File: src/rtl/h264_start_code_header_capture_unit_defines.svh
// Assertion macros shared by the start code parser RTL.
// Included by files that carry concurrent checks; expects clk and rst_n in scope.
`ifndef H264_START_CODE_HEADER_CAPTURE_UNIT_DEFINES_SVH
`define H264_START_CODE_HEADER_CAPTURE_UNIT_DEFINES_SVH
`ifndef SYNTHESIS
// Check that must hold at every clock edge out of reset.
`define H264SC_ASSERT(label, cond) \
  label: assert property (@(posedge clk) disable iff (!rst_n) (cond)) \
    else $error("h264sc check failed");
// Check that a condition in one cycle implies another in the next.
`define H264SC_ASSERT_NEXT(label, ante, cons) \
  label: assert property (@(posedge clk) disable iff (!rst_n) (ante) |=> (cons)) \
    else $error("h264sc sequence check failed");
`else
`define H264SC_ASSERT(label, cond)
`define H264SC_ASSERT_NEXT(label, ante, cons)
`endif
`endif

File: src/rtl/h264sc_ram.sv
// Generic simple dual-port RAM: one write port, one read port, registered read.
// Standalone, no package use.
module h264sc_ram #(
  parameter int WIDTH = 8,
  parameter int DEPTH = 512
) (
  input  logic                     clk,
  input  logic                     wr_en,
  input  logic [$clog2(DEPTH)-1:0] wr_addr,
  input  logic [WIDTH-1:0]         wr_data,
  input  logic                     rd_en,
  input  logic [$clog2(DEPTH)-1:0] rd_addr,
  output logic [WIDTH-1:0]         rd_data
);

  logic [WIDTH-1:0] mem_r [DEPTH];
  logic [WIDTH-1:0] rd_data_r;

  always_ff @(posedge clk) begin
    if (wr_en) begin
      mem_r[wr_addr] <= wr_data;
    end
    if (rd_en) begin
      rd_data_r <= mem_r[rd_addr];
    end
  end

  assign rd_data = rd_data_r;

endmodule

File: config.mk
export PLATFORM = sky130hd
export DESIGN_NAME = h264sc_ram
export DESIGN_NICKNAME = d
export VERILOG_FILES = /design/src/rtl/h264_start_code_header_capture_unit_defines.svh /design/src/rtl/h264sc_ram.sv
export SDC_FILE = /design/constraint.sdc
export NUM_CORES = 2
export LEC_CHECK = 0
export BUFFER_PORTS_ARGS = -buffer_cell sky130_fd_sc_hd__buf_2
export CAP_MARGIN = 20
export CORE_AREA = 2 2 425 849
export DETAILED_ROUTE_END_ITERATION = 12
export DIE_AREA = 0 0 427 851
export GPL_TIMING_DRIVEN = 0
export SLEW_MARGIN = 15
export SYNTH_ARGS = -nofsm -noshare
export SYNTH_HDL_FRONTEND = slang
export SYNTH_SLANG_ARGS = --single-unit
File: constraint.sdc
create_clock -name clk -period 6.5 [get_ports clk]
set_input_delay 1.3 -clock clk [delete_from_list [all_inputs] [get_ports clk]]
set_output_delay 1.3 -clock clk [all_outputs]
set_load 0.01 [all_outputs]
Yosys cells after proc, flatten, opt, wreduce, memory -nomap -nowiden
Memories as Yosys holds them, arrays and structs flattened. A register that Yosys moved wholly into a read port is not among the register bits.
Cells that the tools add are included.
W data, S select, Z words.
{ "op_classes": {"muxes": 2} }
{ "ops": {"columns": ["cell", "count"], "rows": [
  ["$mux W1", 2]
]} }
{ "totals": {"reg_bits": 0, "ramBits": 4096, "in_bits": 29, "output_inout_bits": 8, "word_cells": 3, "memories": 1} }
{ "memory_table": {"columns": ["memory", "depth", "width", "read_ports", "rd_clocked_by_memory_dff", "wr", "line_no", "rtl"], "rows": [
  ["mem_r", 512, 8, 1, 1, 1, "h264sc_ram.sv:16", "logic [WIDTH-1:0] mem_r [DEPTH];"]
]} }

Depth between registers and ports, before layout
{ "logic_depth": {"word_depth": 2, "ltp_mapped": 12, "mapped_depth_nobuf": 7} }

Worst setup path after synthesis
Ideal clock, no wire load.
{ "synth_timing": {"path_kind": "in2reg", "from": "in rd_addr[0]", "to": "reg rd_data_r[0] (netlist: rd_data[0]) (read register of mem_r), data pin", "setup_time_ns": 0.257, "arrival_time_ns": 3.154, "t_required_ns": 6.243, "setup_slack_ns": 3.089, "stages": 10, "path_buffers": 4, "cell_sequence": "buf_4 -> buf_12 -> buf_12 -> buf_2 -> mux4_2 -> o21ai_0 -> nand3_1 -> nand4_1 -> o21ai_0 -> o2111a_1"} }
{ "synth_rtl": {"columns": ["element", "line_no", "rtl"], "rows": [
  ["from (decl)", "h264sc_ram.sv:12", "input logic [$clog2(DEPTH)-1:0] rd_addr,"],
  ["to (decl)", "h264sc_ram.sv:17", "logic [WIDTH-1:0] rd_data_r;"]
]} }

==> results.cfg <==
[clock_tree]
clk_path_buf_depth = 4
cts_tree = yes
clk_pin_slew_ps = 60
cts_buffers = 366
postCtsSetupBuffers = 0
insertion_delay_ps = 980
htreeDepth = 5
cts_root_buf = clkbuf_16
clock_sinks = 4104
postCtsResizedCells = 0
cts_hold_buf = 0

[global_routing]
grt_overflow = 0
grt_max_degree = 136
grt_use_total_pct = 33.6
grt_antenna_before_repair = 86
grt_pass1_wl_mm = 800
grt_pass1_vias = 85200

[setup_path]
reg2reg_to = rd_data[7]$_DFFE_PP_
rrSetupSlack_ps = 2740
cpMostUsedCell = buf_2
max_stage_delay_ps = 850
worstPathArrival_ps = 6640
required_ps = 7200
slowest_stage = buf_2
end_kind = flip-flop
ff2ff_path_depth = 7
crit_chain = buf_6, buf_2, buf_2, buf_1, mux4_2, o22ai_1, o21ai_0, nand4_1, nand2_1, o2111a_1
cp_top_family = buffers and inverters
timing_worst_setup_path_type = in2reg
start_kind = input port
path_buf_inv = 4
crit_start = rd_addr[1]
r2r-start = mem_r[203][7]$_DFFE_PP_
crit_fanout = 12

[die]
rows = 311
start_util_pct = 44.8
die_width_um = 427
io_pins = 37
coreArea_um2 = 357000
die_area_um2 = 363000
die_y_um = 851

[synth]
syn_area_per_cell_um2 = 19.9
ys_ff_latch = 4104
async_flop_share_pct = 0
synth_cells = 8030
synth_edf_count = 4104
synth_flop_cell = edfxtp_1
syn_area_um2 = 160000
ys_types = 50
synthesis.nets = 8059
yosys_warnings = 0
yosysSeqAreaShare_pct = 77.0

[timing]
relSlewSlack_pct = 12.3
rsz0062_at_grt = no
fin_crit_sh_pct = 91.4
fmax_mhz = 168
setup_viol = 0
max_slew.worst_pin.slew_ps = 1300
finalMaxSlewViolations = 0
hold_viol = 0
skew_ps = 47.6
fin_crit_ps = 5940

[min_path]
hold_end = rd_data[7]$_DFFE_PP_
holdCritPathClass = in2reg
whs_path_depth = 1
min_from = rd_en

[route]
vias_per_cell = 6.67
wl_per_cell_um = 45.3
antenna_left = 0
wirelength_mm = 618
drc = 0
drtPass1Iterations = 6
vias = 91100
drt_iter0_drc = 15900

[placement]
hpwl_mm = 443
gp_congestion = 1.03
port-buffer-count = 32

[power]
static-leakage-power_nw = 57.6
power_mw = 55.3
vdd_drop_max_mv = 0.297
power.density_nw_per_um2 = 304

[job]
max_cap_violations = 0

[cells_and_area]
mostFrequentLayoutCells = edfxtp_1, mux2i_1, mux4_2
fin_util_pct = 50.9
syn_to_final_growth_pct = 13.7
layout_commonest_cell = edfxtp_1
num-nets-final = 8619
drive_gt1_share_pct = 19.8

[status]
status = completed
-- final cells by class --
type | count | area [µm²]
diodes | 69 | 173
clock buffers | 429 | 9460
fillers | 28500 | 175000
multi-input cells | 3410 | 33900
well taps | 4695 | 5870
inverters | 3 | 11.3
clock inverters | 235 | 2530
plain buffers | 513 | 3140
flip-flops and latches | 4104 | 123000
repair buffers | 192 | 3540
-- through the flow --
stage	TNS, ps	cell area (µm²)	worst slack, ps	std cells	hold slack, ps
2_1_floorplan	0	160000	3090	8030	1010
3_3_place_gp	-	166000	-3910	12800	1400
4_1_cts	0	182000	882	13600	651
3_5_place_dp	-182	170000	-91.8	12900	1420
5_1_grt	0	182000	944	13600	697
6_report	0	182000	560	13700	693
-- how the worst max path moves through the flow --
stage	cells past startpoint	end	slack (ps)
after detailed placement	10	rd_data[4]$_DFFE_PP_	-90
after global routing	10	rd_data[2]$_DFFE_PP_	940
after global placement	1	mem_r[398][2]$_DFFE_PP_	-3910
after floorplan	10	rd_data[0]$_DFFE_PP_	3090
after CTS	10	rd_data[2]$_DFFE_PP_	880
final	10	rd_data[7]$_DFFE_PP_	560
-- per-layer routing --
metal	global-route usage, %	up-vias	share of wire [%]
met5	0	-	0.035
met4	24.4	32	8.7
met3	9.11	1491	12
met2	50.0	6962	45
met1	42.5	48000	35
li1	-	34600	-
-- cells by family (layout without fill, tap and decap cells) --
logic type             count (synthesis)  count (layout)  synth area share [%]
AOI/OAI and AO/OA                    979             979                  4.31
buffers and inverters                516            1372                  1.85
DFF                                 4104            4104                  77.0
muxes                               1451            1451                  14.2
other                                  0              69                     0
and+or+nand+nor                      980             980                  2.63
-- flip-flops by register name (all words and copies together), names as in the netlist --
name     cells
mem_r     4096
rd_data      8
-- cells in the mapped netlist (all sizes together) (7+ instances only) --
| cell type | n | area share, % |
|---|---|---|
| a22oi | 61 | 0.29 |
| o2111a | 8 | 0.056 |
| o21ai | 119 | 0.37 |
| o221ai | 372 | 2.0 |
| a21oi | 194 | 0.61 |
| a211oi | 17 | 0.080 |
| clkbuf | 265 | 0.62 |
| mux4 | 654 | 9.2 |
| nor3b | 8 | 0.038 |
| mux2i | 797 | 5.0 |
| o31ai | 13 | 0.061 |
| and2 | 20 | 0.078 |
| o41ai | 7 | 0.038 |
| buf | 248 | 1.2 |
| nand4 | 32 | 0.13 |
| nor2 | 597 | 1.4 |
| nor3 | 109 | 0.34 |
| nand2 | 111 | 0.26 |
| nor4 | 36 | 0.14 |
| edfxtp | 4104 | 77 |
| nand3 | 36 | 0.11 |
| o22ai | 163 | 0.64 |
-- where the power goes --
group / total (mW) / switching, mW / internal (mW) / leakage, nW
clock: 22.4 / 10.1 / 12.3 / 5.81
sequential: 29.1 / 0.00817 / 29.1 / 36.9
combinational: 3.73 / 2.74 / 0.984 / 14.9
total: 55.3 / 12.9 / 42.4 / 57.6
-- worst reg2reg max path, cell delays in order, from the launching register on --
cell and delay, ps:
edfxtp_1 330, mux2i_1 80, o221ai_1 370, o22ai_1 150
o21ai_0 700, nand4_1 470, nand2_1 830, o2111a_1 600
No activity file was read; power rests on OpenSTA's default activity.
