==> src/rtl/h264_start_code_header_capture_unit_defines.svh <==
// Assertion macros shared by the start code parser RTL.
// Included by files that carry concurrent checks; expects clk and rst_n in scope.
`ifndef H264_START_CODE_HEADER_CAPTURE_UNIT_DEFINES_SVH
`define H264_START_CODE_HEADER_CAPTURE_UNIT_DEFINES_SVH
`ifndef SYNTHESIS
// Check that must hold at every clock edge out of reset.
`define H264SC_ASSERT(label, cond) \
  label: assert property (@(posedge clk) disable iff (!rst_n) (cond)) \
    else $error("h264sc check failed");
// Check that a condition in one cycle implies another in the next.
`define H264SC_ASSERT_NEXT(label, ante, cons) \
  label: assert property (@(posedge clk) disable iff (!rst_n) (ante) |=> (cons)) \
    else $error("h264sc sequence check failed");
`else
`define H264SC_ASSERT(label, cond)
`define H264SC_ASSERT_NEXT(label, ante, cons)
`endif
`endif

==> src/rtl/h264sc_pkg.sv <==
// Package for the start code parser: sizes, NAL type codes, mode codes and
// the structs passed between the scanner and the top level. No dependencies.
package h264sc_pkg;

  // Store size and scan position width
  localparam int HEADER_BYTES = 256;
  localparam int POS_BITS     = 24;

  localparam int IDX_W     = $clog2(HEADER_BYTES);
  localparam int ADDR_W    = IDX_W + 1;                 // bank bit + byte index
  localparam int LEN_W     = $clog2(HEADER_BYTES + 1);
  localparam int COUNT_CAP = HEADER_BYTES + 5;
  localparam int CNT_W     = $clog2(COUNT_CAP + 1);

  // Port field widths
  localparam int MODE_W    = 2;
  localparam int BYTE_W    = 8;
  localparam int TYPE_W    = 5;
  localparam int OFFSET_W  = 24;
  localparam int LEN_OUT_W = 9;
  localparam int RD_CMP_W  = (LEN_W > BYTE_W) ? LEN_W : BYTE_W;

  localparam logic [POS_BITS-1:0] POS_MAX    = '1;
  localparam logic [31:0]         START_WORD = 32'h0000_0001;

  // Input modes
  localparam logic [MODE_W-1:0] MODE_STREAM   = MODE_W'(0);
  localparam logic [MODE_W-1:0] MODE_READ_SPS = MODE_W'(1);
  localparam logic [MODE_W-1:0] MODE_READ_PPS = MODE_W'(2);

  // Result kinds
  localparam logic RESULT_SUMMARY = 1'b0;
  localparam logic RESULT_READ    = 1'b1;

  // NAL unit types of interest
  localparam logic [TYPE_W-1:0] NAL_NONIDR = TYPE_W'(1);
  localparam logic [TYPE_W-1:0] NAL_IDR    = TYPE_W'(5);
  localparam logic [TYPE_W-1:0] NAL_SPS    = TYPE_W'(7);
  localparam logic [TYPE_W-1:0] NAL_PPS    = TYPE_W'(8);

  // Committed header lengths and the bank that holds each committed unit
  typedef struct packed {
    logic [LEN_W-1:0] sps_len;
    logic [LEN_W-1:0] pps_len;
    logic             sps_sel;
    logic             pps_sel;
  } hdr_t;

  typedef struct packed {
    logic              en;
    logic [ADDR_W-1:0] addr;
    logic [BYTE_W-1:0] data;
  } ram_wr_t;

  // End-of-buffer report
  typedef struct packed {
    logic                 found;
    logic [OFFSET_W-1:0]  offset;
    logic [TYPE_W-1:0]    ftype;
    logic [LEN_OUT_W-1:0] sps_len;
    logic [LEN_OUT_W-1:0] pps_len;
    logic                 overflow;
  } summary_t;

endpackage

==> src/rtl/h264sc_scan.sv <==
// Start code scanner: byte window, position, open unit, staging count and
// header commit logic. Uses h264sc_pkg and the shared assertion macros.
`include "h264_start_code_header_capture_unit_defines.svh"

module h264sc_scan
  import h264sc_pkg::*;
(
  input  logic              clk,
  input  logic              rst_n,
  input  logic              step,
  input  logic [BYTE_W-1:0] data_byte,
  input  logic              last_byte,
  output hdr_t              hdr,
  output ram_wr_t           sps_wr,
  output ram_wr_t           pps_wr,
  output summary_t          summary
);

  typedef struct packed {
    hdr_t h;
    logic ovf;
  } close_t;

  // Close the open unit: commit an SPS or PPS to its store, or flag it if too long
  function automatic close_t close_unit(close_t c, logic [TYPE_W-1:0] utype,
                                        logic [CNT_W-1:0] len);
    close_t r;
    r = c;
    if (utype == NAL_SPS || utype == NAL_PPS) begin
      if (len > CNT_W'(HEADER_BYTES)) begin
        r.ovf = 1'b1;
      end else if (utype == NAL_SPS) begin
        r.h.sps_sel = ~c.h.sps_sel;
        r.h.sps_len = LEN_W'(len);
      end else begin
        r.h.pps_sel = ~c.h.pps_sel;
        r.h.pps_len = LEN_W'(len);
      end
    end
    return r;
  endfunction

  logic [31:0]         window_r, window_nxt, window_upd;
  logic [POS_BITS-1:0] pos_r, pos_nxt, pos_upd;
  logic [TYPE_W-1:0]   open_r, open_nxt, open_upd;
  logic                stopped_r, stopped_nxt, stopped_upd;
  logic [CNT_W-1:0]    cnt_r, cnt_nxt, cnt_upd;
  logic                ovf_r, ovf_nxt;
  hdr_t                hdr_r, hdr_nxt;

  logic              running, det, frame, wr_ok;
  logic [TYPE_W-1:0] nal_type;
  logic [IDX_W-1:0]  wr_idx;
  close_t            c_det, c_end;

  always_comb begin
    running  = ~stopped_r;
    det      = running && (pos_r >= POS_BITS'(4)) && (window_r == START_WORD);
    nal_type = data_byte[TYPE_W-1:0];
    frame    = det && (nal_type == NAL_IDR || nal_type == NAL_NONIDR);

    // a start code ends the previous unit; its own four bytes are not counted
    c_det = '{h: hdr_r, ovf: ovf_r};
    if (det) begin
      c_det = close_unit(c_det, open_r,
                         (cnt_r >= CNT_W'(4)) ? cnt_r - CNT_W'(4) : '0);
    end

    open_upd    = det ? nal_type : open_r;
    stopped_upd = stopped_r | frame;

    if (det) begin
      cnt_upd = frame ? '0 : CNT_W'(5);
    end else if (running && cnt_r < CNT_W'(COUNT_CAP)) begin
      cnt_upd = cnt_r + CNT_W'(1);
    end else begin
      cnt_upd = cnt_r;
    end

    window_upd = running ? {window_r[23:0], data_byte} : window_r;
    pos_upd    = (running && !stopped_upd && pos_r != POS_MAX) ?
                 pos_r + POS_BITS'(1) : pos_r;

    // bytes 0..3 of a stored unit are always the start code, so only the
    // type byte (index 4) is written on a start code
    wr_idx = det ? IDX_W'(4) : IDX_W'(cnt_r);
    wr_ok  = step && running && !frame && (det || cnt_r < CNT_W'(HEADER_BYTES));

    sps_wr.en   = wr_ok && (open_upd == NAL_SPS);
    sps_wr.addr = {~c_det.h.sps_sel, wr_idx};
    sps_wr.data = data_byte;
    pps_wr.en   = wr_ok && (open_upd == NAL_PPS);
    pps_wr.addr = {~c_det.h.pps_sel, wr_idx};
    pps_wr.data = data_byte;

    // end of buffer: a unit still open runs to the last byte
    c_end = stopped_upd ? c_det : close_unit(c_det, open_upd, cnt_upd);

    summary.found    = stopped_upd;
    summary.offset   = OFFSET_W'((pos_upd >= POS_BITS'(4)) ? pos_upd - POS_BITS'(4) : '0);
    summary.ftype    = stopped_upd ? open_upd : '0;
    summary.sps_len  = LEN_OUT_W'(c_end.h.sps_len);
    summary.pps_len  = LEN_OUT_W'(c_end.h.pps_len);
    summary.overflow = c_end.ovf;
  end

  always_comb begin
    window_nxt  = window_r;
    pos_nxt     = pos_r;
    open_nxt    = open_r;
    stopped_nxt = stopped_r;
    cnt_nxt     = cnt_r;
    ovf_nxt     = ovf_r;
    hdr_nxt     = hdr_r;
    if (step) begin
      if (last_byte) begin
        window_nxt  = '0;
        pos_nxt     = '0;
        open_nxt    = '0;
        stopped_nxt = 1'b0;
        cnt_nxt     = '0;
        ovf_nxt     = 1'b0;
        hdr_nxt     = c_end.h;
      end else begin
        window_nxt  = window_upd;
        pos_nxt     = pos_upd;
        open_nxt    = open_upd;
        stopped_nxt = stopped_upd;
        cnt_nxt     = cnt_upd;
        ovf_nxt     = c_det.ovf;
        hdr_nxt     = c_det.h;
      end
    end
  end

  always_ff @(posedge clk) begin
    if (!rst_n) begin
      window_r  <= '0;
      pos_r     <= '0;
      open_r    <= '0;
      stopped_r <= 1'b0;
      cnt_r     <= '0;
      ovf_r     <= 1'b0;
      hdr_r     <= '0;
    end else begin
      window_r  <= window_nxt;
      pos_r     <= pos_nxt;
      open_r    <= open_nxt;
      stopped_r <= stopped_nxt;
      cnt_r     <= cnt_nxt;
      ovf_r     <= ovf_nxt;
      hdr_r     <= hdr_nxt;
    end
  end

  assign hdr = hdr_r;

  `H264SC_ASSERT(a_one_store_write, !(sps_wr.en && pps_wr.en))
  `H264SC_ASSERT(a_len_bounded, (hdr_r.sps_len <= LEN_W'(HEADER_BYTES)) && (hdr_r.pps_len <= LEN_W'(HEADER_BYTES)))
  `H264SC_ASSERT_NEXT(a_stop_freezes_scan, stopped_r && !(step && last_byte), stopped_r && $stable(pos_r) && $stable(window_r))

endmodule

==> config.mk <==
export PLATFORM = sky130hd
export DESIGN_NAME = h264sc_scan
export DESIGN_NICKNAME = d
export VERILOG_FILES = /design/src/rtl/h264sc_pkg.sv /design/src/rtl/h264sc_scan.sv
export VERILOG_INCLUDE_DIRS = /design/src /design/src/rtl
export SDC_FILE = /design/constraint.sdc
export NUM_CORES = 1
export LEC_CHECK = 0
export BUFFER_PORTS_ARGS = -buffer_cell sky130_fd_sc_hd__buf_4
export CAP_MARGIN = 15
export CELL_PAD_IN_SITES_DETAIL_PLACEMENT = 1
export CELL_PAD_IN_SITES_GLOBAL_PLACEMENT = 1
export CORE_UTILIZATION = 30
export DETAILED_ROUTE_END_ITERATION = 7
export MAX_ROUTING_LAYER = met4
export PLACE_DENSITY = 0.73
export RECOVER_POWER = 50
export SKIP_CTS_REPAIR_TIMING = 1
export SYNTH_ARGS = -nofsm -noshare
export SYNTH_HDL_FRONTEND = slang
export SYNTH_SLANG_ARGS = --single-unit
export TNS_END_PERCENT = 20
==> constraint.sdc <==
create_clock -name clk -period 6.5 [get_ports clk]
set_input_delay 0.975 -clock clk [delete_from_list [all_inputs] [get_ports clk]]
set_output_delay 0.975 -clock clk [all_outputs]
set_load 0.02 [all_outputs]
# After elaboration in Yosys (flattened, before gate mapping)
# Index checks and enable logic that the tools add are counted.
# W data, S select, Z words.
# totals
reg_bits,92
out_inout_bits,105
wordCells,87
# classes
n_addsub,4
n_lt_le_gt_ge,7
eq_ne,9
n_mux,33
bitwise,6
reduce_logical,18
# ops
operator,count
$mux W21,4
$mux W24,3
$mux W9,8
$mux W32,2
$mux W20,3
$ge A24 B3 Y1 const B,2
$eq A32 B1 Y1 const B,1
$add A24 B1 Y24 const B,1
$ne A24 B24 Y1 const B,1
$sub A24 B3 Y24 const B,1
$gt A9 B9 Y1 const B,2
$lt A9 B9 Y1 const B,2
$eq A5 B3 Y1 const B,3
$mux W5,3
$logic_and A1 B1 Y1,11
$eq A5 B4 Y1 const B,2
$add A9 B1 Y9 const B,1
$ge A9 B3 Y1 const B,1
$sub A9 B3 Y9 const B,1
$mux W1,8
$mux W8,1
$eq A5 B1 Y1 const B,1
$not A1 Y1,5
$logic_or A1 B1 Y1,4
other kinds (5),6

# Longest topological paths before layout
# Gate-level depths: netlist of run 1.
# logic_depth
ltp_word,12
mapped_depth,17
mapped_depth_nobuf,14

# Worst setup path before layout of run 1
# No wires, ideal clock.
# synth_timing
path_type,input to output
from,in data_byte[3]
to,out summary[40] in the netlist's numbering
arrival_ps,4768
path_slack_ps,757
cell_stages,16
path_buffers,3
cell_sequence,nand2b_1 or3_1 nor3_1 clkbuf_1 and2_1 buf_2 clkbuf_1 nor3_1 xnor2_1 ha_1 nand2_1 or3_1 a21oi_1 nand3_1 o32ai_1 mux2i_1
# synth_rtl
element,line,source
from (decl),h264sc_scan.sv:11,"input logic [BYTE_W-1:0] data_byte,"
to (decl),h264sc_scan.sv:16,output summary_t summary

==> results of run 1 <==
==> worst paths after layout <==
path	end	cells after the start	startpoint
max	summary[40]	15	pos_r[0]
min	hdr[11]	2	hdr[11]
max reg2reg	hdr[2]	10	pos_r[12]
min reg2reg	hdr[11]	2	hdr[11]
==> critical path: cells and delay by family, from the launching register on <==
kind / cells / cell delay [ps]
simple gates: 8 / 2210
fa+ha+maj: 2 / 660
compound gates: 2 / 580
flops: 1 / 500
xor+xnor: 1 / 270
mux: 1 / 260
buf+inv: 1 / 170
==> power breakdown <==
group | leakage, nW | internal [mW] | switching, mW
registers | 0.743 | 0.569 | 0.00795
clock network | 0.137 | 0.293 | 0.250
logic | 2.16 | 0.0310 | 0.0789
total | 3.04 | 0.893 | 0.337
==> metrics by stage <==
| step | instance area [um^2] | hold slack, ps |
|---|---|---|
| 2_1_floorplan | 6960 | 455 |
| 3_3_place_gp | 7790 | 464 |
| 3_5_place_dp | 7790 | 475 |
| 4_1_cts | 8090 | 490 |
| 5_1_grt | 7930 | 505 |
| 6_report | 7930 | 483 |
==> placed cells by master, fill, tap and decap left out, types with 20 or more instances in the layout <==
master / Yosys / layout
xnor2_1: 28 / 28
nand2_1: 102 / 102
buf_4: 28 / 88
nor4_1: 24 / 24
dfxtp_1: 92 / 92
nor3_1: 36 / 36
nand4_1: 20 / 20
nand3_1: 33 / 33
a22oi_1: 47 / 47
a21oi_1: 69 / 69
nor2_1: 165 / 164
o21ai_0: 38 / 38
clkbuf_1: 65 / 42
==> cells by family after synthesis <==
group	after synthesis	share of synthesized area, %
simple gates	458	31.2
buf+inv	119	8.15
fa+ha+maj	8	1.44
xor+xnor	44	5.54
flops	92	26.5
mux	16	2.37
compound gates	251	24.9
==> registers in the layout, indices dropped and copies added (netlist names) <==
name and flops:
window_r 32, pos_r 24, stopped_r 1, cnt_r 9, ovf_r 1, hdr 20, open_r 5
==> layer usage <==
| metal | global-route usage [%] | up-vias | part of all wire (%) | wire (um) |
|---|---|---|---|---|
| li1 | - | 3599 | - | - |
| met1 | 29.7 | 3738 | 47 | 12300 |
| met2 | 35.4 | 232 | 46 | 12100 |
| met3 | 3.59 | 28 | 4.9 | 1280 |
| met4 | 6.69 | 0 | 1.8 | 462 |
| met5 | - | - | 0 | 0 |
==> final cells by class <==
| type | count | area, um^2 | share of cell area, % |
|---|---|---|---|
| clock buffer | 12 | 267 | 3.36 |
| clock inverter | 4 | 31.3 | 0.394 |
| inverter | 17 | 63.8 | 0.804 |
| multi-input combinational | 777 | 4560 | 57.4 |
| sequential | 92 | 1840 | 23.2 |
| tap | 285 | 357 | 4.49 |
| timing repair buffer | 130 | 818 | 10.3 |
==> metrics.txt, run 1 <==
Synth Flop Type dfxtp_1; final antenna diode count 0; cell count after synthesis 988; Yosys cell types 75; Clock transition at path regs 80 ps; Lkg Pwr 3.04 nW; slack of the critical path 488 ps; Initial Util 30.6%; RSZ-0062 raised after global routing false; total iterations of the first detailed-routing run 5; Crit Path Category flip-flop to primary output; Yosys reg bits 92; via density per instance 5.77; WP data required 5520 ps; Final Max Tran Viols 28; Worst VDD drop 0.000102 V; commonest cells in the synthesized netlist 165 x nor2_1, 102 x nand2_1, 92 x dfxtp_1; post-DP HPWL 19100 um; Max-Cap Viols 1; CP endpoint kind primary output; top-count cell post-synth nor2_1; min Tclk post-route 6010 ps; final worst path period share 92.5%; number of synthesized flops with an enable pin 0; clock buffer count from CTS 9; Worst Clk Skew 13.0 ps; Final Non-Filler Cells 1317; P&R area growth vs syn 14.1%; Mapped Area 6960 um^2; # rows 55; port bufs 116; first-pass GRT wire length 41300 um; final WL 26100 um; dpl ws 791 ps; Syn Area/Cell 7.04 um^2; worst reg2reg setup slack 2370 ps; ratio of cells with drive above 1 in the final layout 12.0%; CP Launch Type flip-flop; Synth area leader dfxtp_1; PD cells 155 nW/um^2; WP data arrival 5040 ps; buffer depth of the longest clock path 2; Sink Count 92; drt first-iter violations 631; Worst-Skew Late Latency 360 ps; Hold Violations, Final 0; clock root cell clkbuf_16; Max FO, Critical Path 11; Max Fclk 166 MHz; Syn Nets 1008; Syn. warnings 0; slew margin rel. -5.46%; # setup viols final 0; global route overflow 0; Fill cells 2853; layout net count 1047; sequential fraction of the synthesis area 26.5%; status finished, violations left; Die Wd 154 um; initial antenna violation count 0; crit-path max cell delay 550 ps; final core occ 34.9%; final setup TNS 0 ps; die area 23800 um^2; HP Class flip-flop to flip-flop; largest net degree at the start of global routing 70; CP cell instances ha_1 > nand3_1 > nor4_1 > nor2b_2 > or2_2 > nor3_1 > xnor2_1 > ha_1 > nand2_1 > or3_1 > a21oi_1 > nand3_1 > o32ai_1 > mux2i_1 > buf_4; failing checks capacitance limit, slew limit; CTS tree built; vias in the first global route 7385; routed len/inst 19.8 um; asr flop ratio synth 0%; GR Util All Layers 22.5%; H-tree levels 3; vias 7597; Tot Pwr 1.23 mW; DRC 0; Slew @ Worst Pin 1580 ps; I/O pin cnt 117; top-area cell type share of the netlist area 26.5%; routability congestion estimate from global placement 0.894; placed insts 1301; DRT antenna net count 0; die height 154 um; CP max-delay cell nor4_1; Synth area leaders dfxtp_1 26%, nor2_1 8.9%, nand2_1 5.5%; core area 22700 um^2
(Power assumes the default switching activity.)
==> run 2: changes to the inputs <==
--- a/config.mk
+++ b/config.mk
@@ -11,6 +11,7 @@
 export CELL_PAD_IN_SITES_DETAIL_PLACEMENT = 1
 export CELL_PAD_IN_SITES_GLOBAL_PLACEMENT = 1
 export CORE_UTILIZATION = 30
+export CTS_BUF_LIST = sky130_fd_sc_hd__clkbuf_8
 export DETAILED_ROUTE_END_ITERATION = 7
 export MAX_ROUTING_LAYER = met4
 export PLACE_DENSITY = 0.73
==> run 2 against run 1 <==
  * Clock power shrank 27%
  * Critical path depth is the same
  * Largest cell class unchanged
  * Highest routed layer unchanged
  * Total power shrank 12%
  * Global-route usage shrank 0.20 points
  * Non-clock buffer count did not move
  * The flow still finishes with violations (capacitance limit, slew limit)
  * Largest power group unchanged
  * First-iteration DRC count shrank 1.4%
  * Clock skew is 8.1 ps higher
  * Routed wire length is 0.75% lower
  * Clock-buffer cell count is the same
==> metrics.txt, run 2 (same netlist as run 1, synthesis figures left out) <==
status finished, violations left; failing checks capacitance limit, slew limit; routability congestion estimate from global placement 0.894; CP Launch Type flip-flop; port bufs 116; WP data arrival 5040 ps; Comb power frac 10.1%; crit-path max cell delay 540 ps; layout net count 1047; # rows 55; number of flip-flops in the largest register 32; Max FO, Critical Path 11; post-DP HPWL 19100 um; die area 23800 um^2; Max Fclk 166 MHz; WP data required 5520 ps; slew margin rel. -5.66%; Hold Violations, Final 0; final worst path period share 92.6%; clock buffer count from CTS 9; # setup viols final 0; Crit Path Category flip-flop to primary output; critical path's top delay family simple AND/OR/NAND/NOR gates; first-pass GRT wire length 40900 um; vias 7649; final antenna diode count 0; RSZ-0062 raised after global routing false; Worst VDD drop 0.0000805 V; CP endpoint kind primary output; final WL 25900 um; Clock Power Share 36.7%; P&R area growth vs syn 12.6%; PD cells 139 nW/um^2; Crit Reg-Reg Startpoint pos_r[12]; Worst Hold End hdr[11]; routed len/inst 19.7 um; final setup TNS 0 ps; via density per instance 5.81; CP Buf/Inv Count 1; total iterations of the first detailed-routing run 5; final core occ 34.5%; vias in the first global route 7356; Reg-to-Reg End hdr[2]; global route overflow 0; Seq pwr share 53.1%; Fill cells 2860; Lkg Pwr 3.00 nW; path depth of the worst reg2reg path 10; ratio of cells with drive above 1 in the final layout 12.0%; Worst Clk Skew 21.1 ps; CP max-delay cell nor4_1; Pint 0.772 mW; Net Sw Frac 28.9%; clock root cell clkbuf_8; H-tree levels 3; DRC 0; Worst-Skew Late Latency 390 ps; Biggest register window_r; drt first-iter violations 622; Slew @ Worst Pin 1580 ps; largest net degree at the start of global routing 70; GR Util All Layers 22.3%; DRT antenna net count 0; HP Class flip-flop to flip-flop; commonest non-fill, non-tap cells in the layout 164 x nor2_1, 102 x nand2_1, 92 x dfxtp_1, 88 x buf_4, 69 x a21oi_1; NetSw 0.314 mW; buffer depth of the longest clock path 2; I/O pin cnt 117; Max-Cap Viols 1; core area 22700 um^2; CTS tree built; Worst Hold Slack 491 ps; Initial Util 30.6%; CP cell instances ha_1 > nand3_1 > nor4_1 > nor2b_2 > or2_2 > nor3_1 > xnor2_1 > ha_1 > nand2_1 > or3_1 > a21oi_1 > nand3_1 > o32ai_1 > mux2i_1 > buf_4; HP Start hdr[11]; min Tclk post-route 6020 ps; hold path depth 2; Clock transition at path regs 110 ps; Final Max Tran Viols 28; initial antenna violation count 0; worst reg2reg setup slack 2330 ps; Die Wd 154 um; die height 154 um; Tot Pwr 1.09 mW; commonest non-fill, non-tap cell in the layout nor2_1; Sink Count 92
[run 2: worst reg2reg max path, cell delays in order, from the launching register on]
cell	delay (ps)
dfxtp_1	630
nor4_1	130
and2_1	220
a31oi_2	230
buf_4	260
and2_0	560
a21oi_1	370
or4b_1	830
a21oi_1	550
nor2_1	80
a211oi_1	230
[run 2: cell type report]
class | count | area (um^2) | area share, %
multi-input combinational | 777 | 4560 | 58.2
sequential | 92 | 1840 | 23.5
timing repair buffer | 130 | 818 | 10.4
tap | 285 | 357 | 4.55
clock buffer | 12 | 165 | 2.11
inverter | 17 | 63.8 | 0.815
clock inverter | 4 | 31.3 | 0.399
[run 2: power by group through the flow]
stage	clock network [mW]	logic (mW)	registers, mW
3_3_place_gp	0	0.116	0.590
3_5_place_dp	0	0.117	0.590
4_1_cts	0.410	0.118	0.577
2_1_floorplan	0	0.0749	0.589
6_report	0.399	0.110	0.577
5_1_grt	0.436	0.119	0.578
[run 2: metrics by stage]
step                instances  worst slack [ps]  area (um^2)
CTS                      1317               336         7990
global placement         1301               961         7790
detailed placement       1301               791         7790
floorplan                 988               757         6960
global route             1317              11.6         7830
finish                   1317               483         7830
[run 2: metal layers]
| metal | up-vias | part of all wire, % | routed length, um | track usage (%) |
|---|---|---|---|---|
| met5 | - | 0 | 0 | - |
| met4 | 0 | 2.2 | 560 | 7.54 |
| met3 | 39 | 5.3 | 1380 | 3.22 |
| met2 | 238 | 46 | 11800 | 34.8 |
| met1 | 3768 | 47 | 12200 | 29.5 |
| li1 | 3604 | - | - | - |
[run 2: worst max path at each step]
stage | from | endpoint | slack, ps | depth (start not counted)
after detailed placement | pos_r[0] | summary[40] | 790 | 15
after CTS | pos_r[0] | summary[40] | 340 | 15
after floorplan | data_byte[3] | summary[40] | 760 | 16
final | pos_r[0] | summary[40] | 480 | 15
after global placement | pos_r[0] | summary[40] | 960 | 15
after global routing | pos_r[0] | summary[40] | 10 | 15
==> run 3: changes to the inputs <==
--- a/config.mk
+++ b/config.mk
@@ -14,7 +14,7 @@
 export CTS_BUF_LIST = sky130_fd_sc_hd__clkbuf_8
 export DETAILED_ROUTE_END_ITERATION = 7
 export MAX_ROUTING_LAYER = met4
-export PLACE_DENSITY = 0.73
+export PLACE_DENSITY = 0.76
 export RECOVER_POWER = 50
 export SKIP_CTS_REPAIR_TIMING = 1
 export SYNTH_ARGS = -nofsm -noshare
==> constraint.sdc (replaced) <==
create_clock -name clk -period 4.9 [get_ports clk]
set_input_delay 0.735 -clock clk [delete_from_list [all_inputs] [get_ports clk]]
set_output_delay 0.735 -clock clk [all_outputs]
set_load 0.02 [all_outputs]
==> run 3 against run 2 <==
  * The run still ends with capacitance limit, slew limit left
  * Non-clock buffer count grew 33
  * Clock skew increased by 10 ps
  * Via count increased by 3.0%
  * Clock power rose by 54%
  * Core utilization rose by 1.7 points
  * Largest cell class unchanged
  * Largest power group unchanged
==> metrics.txt, run 3 (same netlist as run 1, synthesis figures left out) <==
status finished, violations left; failing checks capacitance limit, slew limit; final antenna diode count 0; Initial Util 30.6%; CP Launch Type flip-flop; global route overflow 0; vias 7882; commonest non-fill, non-tap cells in the layout 163 x nor2_1, 121 x buf_4, 102 x nand2_1, 84 x dfxtp_1, 68 x a21oi_1; final setup TNS 0 ps; drt first-iter violations 568; WP data required 4160 ps; routability congestion estimate from global placement 0.923; Die Wd 154 um; Slew @ Worst Pin 1600 ps; Worst Hold End hdr[11]; hold path depth 2; CP endpoint kind primary output; final worst path period share 96.2%; critical path's top delay family simple AND/OR/NAND/NOR gates; number of flip-flops in the largest register 32; Worst VDD drop 0.000101 V; commonest non-fill, non-tap cell in the layout nor2_1; DRC 0; CP cell instances ha_1 > nand3_1 > nor4_4 > nor2b_4 > nor2_1 > nand3_1 > xor2_2 > ha_2 > nand2_1 > or3_1 > a21o_1 > nor3_1 > o32ai_2 > mux2i_2 > buf_4; largest net degree at the start of global routing 42; first-pass GRT wire length 42000 um; ratio of cells with drive above 1 in the final layout 16.9%; Biggest register window_r; DRT antenna net count 0; Max Fclk 212 MHz; I/O pin cnt 117; Max-Cap Viols 1; dpl ws -16.9 ps; slack of the critical path 187 ps; CP max-delay cell dfxtp_2; layout net count 1080; PD cells 187 nW/um^2; RSZ-0062 raised after global routing true; post-DP HPWL 19400 um; WP data arrival 3980 ps; core area 22700 um^2; placed insts 1334; clock root cell clkbuf_8; Final Max Tran Viols 28; # rows 55; Worst Clk Skew 31.5 ps; min Tclk post-route 4710 ps; # setup viols final 0; clock buffer count from CTS 9; die area 23800 um^2; Clock transition at path regs 110 ps; buffer depth of the longest clock path 2; GR Util All Layers 22.6%; post-route cell area 8210 um^2; P&R area growth vs syn 18.1%; Final Non-Filler Cells 1349; final WL 26600 um; Hold Violations, Final 0; Sink Count 92; HP Class flip-flop to flip-flop; Max FO, Critical Path 7; initial antenna violation count 0; die height 154 um; path depth of the worst reg2reg path 9; routed len/inst 19.7 um; vias in the first global route 7591; via density per instance 5.84; H-tree levels 3; most frequent CP cell nand3_1; Worst-Skew Late Latency 400 ps; Reg-to-Reg End hdr[2]; worst reg2reg setup slack 990 ps; slew margin rel. -6.33%; Lkg Pwr 3.22 nW; total iterations of the first detailed-routing run 5; Crit Reg-Reg Startpoint cnt_r[5]; port bufs 116; CP Buf/Inv Count 1; Crit Path Category flip-flop to primary output; HP Start hdr[11]; crit-path max cell delay 410 ps; DP Area 8060 um^2; CTS tree built
==> run 3: changes by cell type in the layout (fill, tap and decap cells not counted), moves of 3 or more <==
cell	previous run	this run
nor4_1	24	21
dfxtp_1	92	84
dfxtp_2	0	8
nor3_1	36	33
buf_4	88	121
==> run 3: worst max path at each step <==
| stage | start | end | slack (ps) | depth (start not counted) |
|---|---|---|---|---|
| floorplan | data_byte[3] | summary[40] | -30 | 16 |
| global placement | data_byte[3] | summary[40] | 140 | 15 |
| detailed placement | data_byte[3] | summary[40] | -20 | 15 |
| CTS | pos_r[1] | summary[40] | -300 | 15 |
| global route | pos_r[1] | summary[40] | -40 | 15 |
| finish | pos_r[1] | summary[40] | 190 | 15 |
==> run 3: where the power goes <==
part / leakage [nW] / switching, mW / internal [mW]
combinational: 2.36 / 0.112 / 0.0458
clock: 0.109 / 0.312 / 0.302
sequential: 0.747 / 0.00817 / 0.755
total: 3.22 / 0.433 / 1.10
==> run 3: routing by layer <==
metal  wire length [um]  part of all wire, %  vias to the layer above  GRT usage (%)
met2              12500                   47                      273           36.1
li1                   -                    -                     3681              -
met4                563                  2.1                        0           6.98
met3               1570                  5.9                       40           2.86
met5                  0                    0                        -              -
met1              11900                   45                     3888           29.7
==> run 3: worst reg2reg max path, delay by kind of cell (launching register included) <==
kind / cells / cell delay (ps)
AND/OR/NAND/NOR: 4 / 1570
AO/OA/AOI/OAI: 5 / 1830
flip-flops: 1 / 450
==> run 3: metrics by stage <==
stage	util, %	hold slack [ps]	total power [mW]
2_1_floorplan	-	455	0.881
3_3_place_gp	35.5	465	0.944
3_5_place_dp	35.5	474	0.946
4_1_cts	36.5	509	1.55
5_1_grt	36.2	524	1.58
6_report	36.2	501	1.54
==> run 3: cell type report <==
cell class / instances / area, um^2
Sequential cell: 92 / 1850
Clock inverter: 5 / 85.1
Multi-Input combinational cell: 777 / 4650
Timing Repair Buffer: 163 / 1070
Fill cell: 2881 / 14500
Clock buffer: 10 / 138
Tap cell: 285 / 357
Inverter: 17 / 63.8
